==> src/nsth_pkg.sv <==
`default_nettype none
// ----------------------------------------------------------------------------
// nsth_pkg
// constants and round function of the nibble spn truncated hash
// ----------------------------------------------------------------------------
package nsth_pkg;

   localparam int BLOCK_W  = 64;
   localparam int DIGEST_W = 32;
   localparam int NIB_W    = 4;
   localparam int NIBBLES  = 16;
   localparam int ROUNDS   = 4;

   // key nibbles of the last round, nibbles 8..11 = f,3,3,f
   localparam logic [BLOCK_W-1:0] LAST_ROUND_KEY = 64'h0000_f33f_0000_0000;

   typedef logic [NIB_W-1:0]   nibble_type;
   typedef logic [BLOCK_W-1:0] block_type;
   typedef logic [DIGEST_W-1:0] digest_type;

   // 4-bit substitution box
   function automatic nibble_type sbox(input nibble_type v);
      nibble_type r;
      case (v)
         4'h0: r = 4'ha;
         4'h1: r = 4'h5;
         4'h2: r = 4'h4;
         4'h3: r = 4'h2;
         4'h4: r = 4'h6;
         4'h5: r = 4'h1;
         4'h6: r = 4'hf;
         4'h7: r = 4'h3;
         4'h8: r = 4'hb;
         4'h9: r = 4'he;
         4'ha: r = 4'h7;
         4'hb: r = 4'h0;
         4'hc: r = 4'h8;
         4'hd: r = 4'hd;
         4'he: r = 4'hc;
         4'hf: r = 4'h9;
         default: r = 4'h0;
      endcase
      return r;
   endfunction

   // one round: key xor (last round only), substitution, row rotation, column mix
   function automatic block_type spn_round(input block_type s_in, input logic last);
      block_type  x;
      block_type  o;
      nibble_type s [NIBBLES];
      nibble_type t [NIBBLES];
      int         i;
      int         r;
      int         c;
      x = last ? (s_in ^ LAST_ROUND_KEY) : s_in;
      for (i = 0; i < NIBBLES; i++) begin
         s[i] = sbox(x[NIB_W*i +: NIB_W]);
      end
      // row r rotates left by r nibbles
      for (r = 0; r < 4; r++) begin
         for (c = 0; c < 4; c++) begin
            t[4*r + c] = s[4*r + ((c + r) & 3)];
         end
      end
      o = '0;
      for (c = 0; c < 4; c++) begin
         o[NIB_W*c        +: NIB_W] = t[c]     ^ t[4 + c];
         o[NIB_W*(4 + c)  +: NIB_W] = t[c]     ^ t[8 + c];
         o[NIB_W*(8 + c)  +: NIB_W] = t[4 + c] ^ t[8 + c];
         o[NIB_W*(12 + c) +: NIB_W] = t[4 + c] ^ t[12 + c];
      end
      return o;
   endfunction

endpackage
`default_nettype wire

==> src/nibble_spn_truncated_hash_unit.sv <==
`default_nettype none
// ----------------------------------------------------------------------------
// nibble_spn_truncated_hash_unit
// four-round nibble spn over a 64-bit block, 32-bit truncated digest out
// ----------------------------------------------------------------------------
// the input block is registered, then the round chain runs and the digest is registered
// throughput: one item per cycle; busy is always low, the unit never stalls
// the receiver cannot stall, so every result is shown for exactly one cycle
// reset (synchronous, active high) clears the valid pipeline; no item in flight
// ----------------------------------------------------------------------------
module nibble_spn_truncated_hash_unit (
   input  wire                      clock,
   input  wire                      reset,
   input  wire                      start,
   output logic                     busy,
   input  wire  [nsth_pkg::BLOCK_W-1:0]  req_block_in,
   output logic                     rsp_strobe,
   output logic [nsth_pkg::DIGEST_W-1:0] rsp_digest
);

   // input stage
   logic                  in_valid_ff;
   logic                  in_valid_in;
   nsth_pkg::block_type   in_block_ff;

   // result stage
   logic                  out_valid_ff;
   nsth_pkg::digest_type  out_digest_ff;
   nsth_pkg::digest_type  out_digest_in;

   // round chain between the two registers
   nsth_pkg::block_type   round_state [nsth_pkg::ROUNDS+1];

   // the pipeline takes an item every cycle
   assign busy        = 1'b0;
   assign in_valid_in = start & ~busy;

   always_ff @(posedge clock) begin
      if (reset) begin
         in_valid_ff <= 1'b0;
      end else begin
         in_valid_ff <= in_valid_in;
      end
   end

   // payload capture, no reset needed
   always_ff @(posedge clock) begin
      if (in_valid_in) begin
         in_block_ff <= req_block_in;
      end
   end

   // four unrolled rounds; only the last one xors in its key
   always_comb begin
      round_state[0] = in_block_ff;
      for (int k = 0; k < nsth_pkg::ROUNDS; k++) begin
         round_state[k+1] = nsth_pkg::spn_round(round_state[k],
                                                (k == nsth_pkg::ROUNDS - 1));
      end
      // truncation keeps nibbles 0..7
      out_digest_in = round_state[nsth_pkg::ROUNDS][nsth_pkg::DIGEST_W-1:0];
   end

   always_ff @(posedge clock) begin
      if (reset) begin
         out_valid_ff <= 1'b0;
      end else begin
         out_valid_ff <= in_valid_ff;
      end
   end

   always_ff @(posedge clock) begin
      if (in_valid_ff) begin
         out_digest_ff <= out_digest_in;
      end
   end

   assign rsp_strobe = out_valid_ff;
   assign rsp_digest = out_digest_ff;

endmodule
`default_nettype wire
==> config.mk <==
export PLATFORM = sky130hd
export DESIGN_NAME = nibble_spn_truncated_hash_unit
export DESIGN_NICKNAME = d
export VERILOG_FILES = /design/src/nsth_pkg.sv /design/src/nibble_spn_truncated_hash_unit.sv
export SDC_FILE = /design/constraint.sdc
export NUM_CORES = 1
export LEC_CHECK = 0
export BUFFER_PORTS_ARGS = -buffer_cell sky130_fd_sc_hd__buf_2
export CAP_MARGIN = 15
export CORE_MARGIN = 1.5
export CORE_UTILIZATION = 51
export DETAILED_ROUTE_END_ITERATION = 10
export GPL_TIMING_DRIVEN = 0
export PLACE_DENSITY = 0.67
export SLEW_MARGIN = 5
export SYNTH_ARGS = -nofsm -noshare
export SYNTH_HDL_FRONTEND = slang
export SYNTH_SLANG_ARGS = --single-unit
==> constraint.sdc <==
create_clock -name clock -period 5.15 [get_ports clock]
set_input_delay 0.515 -clock clock [delete_from_list [all_inputs] [get_ports clock]]
set_output_delay 0.515 -clock clock [all_outputs]
set_load 0.01 [all_outputs]
==> reports/qor.csv, run 1 <==
stage,metric,value,unit
run_status,status,completed,
synthesis,sequential share of the synthesized area,26.99,%
cells_and_area,diode count,0,
synthesis,syn_area_per_cell,10.12,um2
placement,port bufs,83,
routing,antenna-violating nets left,0,
setup_path,R2R depth,16,
hold_path,hold path depth,2,
synthesis,"Cell Area, Synth",0.01261,mm2
synthesis,ranking of synthesized cells by area,"ha_1 (19%), edfxtp_1 (19%), mux2i_1 (8.2%)",
sta,Tmin final,4.769,ns
global_routing,first-pass GRT wire length,41830,um
floorplanning,Die ar.,0.02568,mm2
synthesis,Post-synth EDFFs,80,
routing,drt via density,5.320,
setup_path,CP required,5.31,ns
setup_path,Critical Path End Type,flip-flop,
clock_tree,CTS sink cnt,130,
routing,First-pass DRT Iterations,4,
routing,WL/cell,15.22,um
cells_and_area,Final Util,57.78,%
synthesis,share of the synthesized area in the top cell type,19.45,%
sta,Final Hold Vio Count,0,
sta,Slew Limit Fails,0,
global_routing,largest net degree at the start of global routing,50,
setup_path,R2R Path End,rsp_digest[15]$_DFFE_PP_,
sta,Worst-Margin Slew,1.082,ns
routing,Routed WL,25670,um
hold_path,Hold EP,rsp_strobe$_SDFF_PP0_,
placement,placed wire-length estimate,20430,um
floorplanning,Die H,160.3,um
cells_and_area,# nets final,1612,
sta,unrepaired setup endpoints after global routing,false,
clock_tree,H-tree level count,4,
global_routing,global route overflow,0,
sta,"Period Utilization, post-route",92.59,%
setup_path,CP max-delay cell,xor2_1,
setup_path,Worst EP arrival,4.93,ns
sta,Rel. slew slack,27.84,%
cells_and_area,share of cells above drive strength 1,18.72,%
sta,Highest Clock Rate,209.7,MHz
setup_path,crit-path max FO,6,
floorplanning,Core ar.,0.02432,mm2
routing,vias,8970,
placement,gp weighted congestion,0.8773,
global_routing,vias in the first global route,8612,
synthesis,most numerous cell in the Yosys netlist,ha_1,
hold_path,hold crit path type,in -> reg,
synthesis,dominant synthesized flop cell,edfxtp_1,
sta,final setup vio count,0,
hold_path,hold path start,reset,
synthesis,ys async rst share,0,%
floorplanning,die outline width,160.3,um
clock_tree,Max Root-Sink Buffers,2,
floorplanning,io pins,101,
clock_tree,clk root buf,clkbuf_16,
routing,Initial DRC Count,371,
job,Max-Cap Viols,0,
synthesis,synthesis-stage register bit count,130,
setup_path,peak per-stage delay on the critical path,0.43,ns
clock_tree,"Clk Latency, worst-skew pair",0.43,ns
sta,Worst Skew,0.01909,ns
clock_tree,CTS buffer count,17,
cells_and_area,area grow syn2layout,11.43,%
sta,setup total negative slack,0,ns
floorplanning,Cell Rows,57,
global_routing,antenna violations before repair,0,
clock_tree,Worst-path clk slew,0.07,ns
synthesis,Synth top cells by count,"ha_1 (196), inv_1 (109), xnor2_1 (107)",
synthesis,Synth area leader,ha_1,
setup_path,cells along the critical path,xor2_2 > inv_1 > ha_1 > nand2b_1 > a32oi_1 > xnor2_1 > inv_1 > ha_1 > mux2_2 > o22ai_1 > xor2_1 > inv_1 > ha_1 > mux2_2 > o22ai_1 > xnor2_1,
floorplanning,initial core utilization,51.85,%
synthesis,Syn Inst Count,1246,
routing,DRC Markers,0,
setup_path,critical path class,reg -> reg,
synthesis,syn nets,1509,
global_routing,gr usage total,20.30,%
synthesis,Synthesis Warnings,0,
cells_and_area,FILL cells,2100,
synthesis,synth unique cells,63,
setup_path,Worst R2R Setup Slack,0.38,ns
setup_path,CP Launch Type,flip-flop,
clock_tree,CTS tree,yes,
## how the worst max path moves through the flow
stage / start / end / slack [ns] / cells after the start
after floorplan: flip-flop / rsp_digest[15]$_DFFE_PP_ / 1.01 / 16
after global placement: start / flip-flop / 0.34 / 9
after detailed placement: start / flip-flop / 0.29 / 9
after CTS: flip-flop / rsp_digest[31]$_DFFE_PP_ / 0.28 / 16
after global routing: flip-flop / rsp_digest[31]$_DFFE_PP_ / 0.04 / 16
final: flip-flop / rsp_digest[15]$_DFFE_PP_ / 0.38 / 16
## placed cells by master, fill, tap and decap left out, types with 37 or more instances in the layout
cell type / n
a21oi_1: 44
buf_2: 83
dfxtp_1: 50
edfxtp_1: 80
ha_1: 196
inv_1: 109
mux2_2: 76
mux2i_1: 103
nand2_1: 68
nor3_1: 37
xnor2_1: 107
xor2_1: 70
## metrics by stage
step	std cells	setup WS [ns]	hold WS [ns]	instance area [um2]
3_5_place_dp	1654	0.2920	0.6035	13450
2_1_floorplan	1246	1.008	0.5509	12610
6_report	1686	0.3814	0.2543	14050
3_3_place_gp	1653	0.3376	0.5905	13430
4_1_cts	1686	0.2785	0.2464	14040
5_1_grt	1686	0.03602	0.2482	14050
## worst max-delay path, delay by kind of cell, from the launching register on
family	cells	cell delay, ns
and+or+nand+nor	1	0.14
AOI/OAI and AO/OA	3	0.98
muxes	2	0.53
adders and majority gates	3	0.88
xor gates and xnor gates	4	1.15
buffers and inverters	3	0.40
DFF	1	0.40
## layout make-up
type / instances / area (um2) / share of cell area, %
well taps: 324 / 405.4 / 2.885
clock buffers: 18 / 429.2 / 3.054
inverters: 113 / 424.2 / 3.018
multi-input cells: 995 / 8757 / 62.32
repair buffers: 84 / 430.4 / 3.063
plain buffers: 8 / 33.78 / 0.2404
flip-flops and latches: 130 / 3403 / 24.22
clock inverters: 14 / 168.9 / 1.202
## layer usage
| layer | routed length [um] | up-vias | GRT usage [%] |
|---|---|---|---|
| met4 | 535 | 0 | 6.372 |
| met3 | 706 | 30 | 3.091 |
| li1 | - | 4611 | - |
| met5 | 0 | - | 0 |
| met1 | 12040 | 4184 | 25.34 |
| met2 | 12380 | 145 | 35.87 |
## logic make-up (layout without fill, tap and decap cells)
family / Yosys count / in the layout / synth area share [%]
AND/OR/NAND/NOR: 234 / 234 / 9.267
AO/OA/AOI/OAI: 190 / 190 / 11.12
other: 1 / 1 / 0.02974
multiplexers: 183 / 183 / 15.48
XOR/XNOR: 191 / 191 / 14.04
buffers and inverters: 121 / 237 / 3.631
flip-flops: 130 / 130 / 26.99
adder cells (fa/ha/maj): 196 / 196 / 19.45
## what timing repair did
action                                  in CTS  in global routing
hold buffers                                 0                  0
endpoints found under the setup margin       0                  2
buffers inserted                             0                  0
resized for setup                            0                  1
endpoints found under the hold margin        0                  0
Power of run 1 is not shown: default switching activity piles up to over one toggle a cycle in this logic, so the estimate is an artifact.
==> inputs of run 2 (changes only) <==
- PLACE_DENSITY: 0.67 -> 0.7
==> run 2 against run 1 <==
Net effect:
- cell count unchanged
- worst setup slack worse by 0.030 ns
- routed wire length down 0.39%
- clock skew down 0.0091 ns
- die area unchanged
- non-clock buffer count unchanged
- via count up 1.8%
- sequential cell count unchanged
- critical path type unchanged
- critical endpoint unchanged
- highest routed layer unchanged
==> reports/qor.csv, run 2 (synthesized netlist as in run 1, its figures left out) <==
stage,metric,value,unit,change
global_routing,global route overflow,0,,unchanged
floorplanning,initial core utilization,51.85,%,unchanged
clock_tree,Hold Buf Count CTS,0,,unchanged
placement,gp weighted congestion,0.8438,,-3.8%
placement,placed wire-length estimate,20430,um,about the same
run_status,status,completed,,
clock_tree,"Clk Latency, worst-skew pair",0.43,ns,about the same
sta,Final Hold Vio Count,0,,unchanged
floorplanning,Die ar.,0.02568,mm2,unchanged
clock_tree,post-cts sizing count,0,,unchanged
sta,"Period Utilization, post-route",93.18,%,+0.59 points
clock_tree,CTS tree,yes,,
sta,Worst-Margin Slew,1.066,ns,-0.01625 ns
floorplanning,io pins,101,,unchanged
cells_and_area,diode count,0,,unchanged
setup_path,Worst R2R Setup Slack,0.35,ns,-0.03 ns
clock_tree,H-tree level count,4,,unchanged
clock_tree,CTS buffer count,17,,unchanged
clock_tree,Worst-path clk slew,0.07,ns,about the same
sta,Worst Skew,0.01002,ns,-0.009074 ns
routing,Initial DRC Count,400,,+7.8%
routing,vias,9134,,+1.8%
hold_path,hold crit path type,in -> reg,,
setup_path,CP required,5.32,ns,about the same
cells_and_area,most frequent cells in the layout,"ha_1 (196), inv_1 (109), xnor2_1 (107)",,
floorplanning,Die H,160.3,um,unchanged
cells_and_area,Final Util,57.62,%,-0.16 points
routing,drt via density,5.418,,+1.8%
setup_path,critical path class,reg -> reg,,
sta,final setup vio count,0,,unchanged
cells_and_area,"commonest non-fill, non-tap cell in the layout",ha_1,,
clock_tree,Post-CTS Setup Bufs,0,,unchanged
sta,Highest Clock Rate,208.4,MHz,-0.63%
sta,Tmin final,4.799,ns,+0.03042 ns
clock_tree,CTS sink cnt,130,,unchanged
global_routing,vias in the first global route,8735,,+1.4%
clock_tree,Max Root-Sink Buffers,2,,unchanged
routing,DRC Markers,0,,unchanged
cells_and_area,area grow syn2layout,11.11,%,
setup_path,crit-path max FO,6,,unchanged
global_routing,antenna violations before repair,0,,unchanged
floorplanning,die outline width,160.3,um,unchanged
sta,Slew Limit Fails,0,,unchanged
routing,WL/cell,15.16,um,-0.39%
routing,antenna-violating nets left,0,,unchanged
hold_path,hold path start,reset,,
cells_and_area,# nets final,1612,,unchanged
hold_path,hold path depth,2,,unchanged
cells_and_area,share of cells above drive strength 1,18.65,%,-0.073 points
hold_path,Hold EP,rsp_strobe$_SDFF_PP0_,,
routing,Routed WL,25570,um,-0.39%
sta,final hold slack,0.2427,ns,-0.01162 ns
setup_path,Critical Path End Type,flip-flop,,
setup_path,R2R depth,16,,unchanged
setup_path,CP Launch Type,flip-flop,,
sta,Rel. slew slack,28.93,%,+1.1 points
global_routing,first-pass GRT wire length,41770,um,-0.13%
placement,port bufs,83,,unchanged
setup_path,R2R Path End,rsp_digest[15]$_DFFE_PP_,,
clock_tree,clk root buf,clkbuf_16,,
global_routing,largest net degree at the start of global routing,50,,unchanged
floorplanning,Cell Rows,57,,unchanged
sta,unrepaired setup endpoints after global routing,false,,
setup_path,Worst EP arrival,4.97,ns,+0.04 ns
routing,First-pass DRT Iterations,5,,+1
global_routing,gr usage total,20.13,%,-0.17 points
sta,setup total negative slack,0,ns,unchanged
floorplanning,Core ar.,0.02432,mm2,unchanged
job,Max-Cap Viols,0,,unchanged
cells_and_area,FILL cells,2084,,-0.76%
==> run 2: cell count changes in the layout (fill, tap and decap cells not counted) <==
| cell | previous run | this run |
|---|---|---|
| xor2_1 | 70 | 71 |
| clkinv_4 | 1 | 3 |
| inv_6 | 5 | 6 |
| clkinv_8 | 0 | 1 |
| xor2_2 | 9 | 8 |
| bufinv_16 | 2 | 0 |
| clkinvlp_4 | 3 | 1 |
| clkbuf_1 | 4 | 3 |
| clkinv_1 | 0 | 1 |
==> run 2: how the worst max path moves through the flow <==
stage                          endpoint  depth (start not counted)  slack (ns)      start
5_1_grt        rsp_digest[15]$_DFFE_PP_                         16        0.01  flip-flop
3_3_place_gp                  flip-flop                          9        0.38      start
4_1_cts        rsp_digest[15]$_DFFE_PP_                         16        0.33  flip-flop
2_1_floorplan  rsp_digest[15]$_DFFE_PP_                         16        1.01  flip-flop
6_report       rsp_digest[15]$_DFFE_PP_                         16        0.35  flip-flop
3_5_place_dp                  flip-flop                          9        0.31      start
==> run 2: worst max-delay path, stage by stage, from the launching register on <==
cell      delay [ns]
dfxtp_1         0.37
xor2_1          0.42
inv_1           0.12
ha_1            0.33
nand2b_1        0.14
a32oi_1         0.34
xnor2_1         0.32
inv_1           0.14
ha_1            0.34
mux2_2          0.27
o22ai_1         0.34
xor2_1          0.41
inv_1           0.15
ha_1            0.22
mux2_2          0.26
o22ai_1         0.25
xnor2_1         0.11
==> run 2: area by class of cell <==
type | count | area, um2 | area share, %
clock buffers | 17 | 425.4 | 3.036
plain buffers | 8 | 33.78 | 0.2411
clock inverters | 15 | 140.1 | 1.000
well taps | 324 | 405.4 | 2.893
repair buffers | 84 | 430.4 | 3.072
flip-flops and latches | 130 | 3403 | 24.29
inverters | 113 | 424.2 | 3.027
multi-input cells | 995 | 8750 | 62.44
==> run 2: metrics by stage <==
stage | instance area, um2 | worst slack (ns) | cells
floorplan | 12610 | 1.008 | 1246
global placement | 13430 | 0.3834 | 1653
detailed placement | 13450 | 0.3122 | 1654
CTS | 14010 | 0.3311 | 1686
global route | 14010 | 0.01292 | 1686
finish | 14010 | 0.3510 | 1686
==> run 2: metal layers <==
metal | vias up | wire [um] | share of wire (%) | track usage, %
met5 | - | 0 | 0 | 0
met4 | 0 | 438 | 1.7 | 5.523
met3 | 28 | 855 | 3.3 | 2.831
met2 | 176 | 12410 | 49 | 35.77
met1 | 4308 | 11860 | 46 | 25.42
li1 | 4622 | - | - | -
Power of run 2 is left out for the same reason.
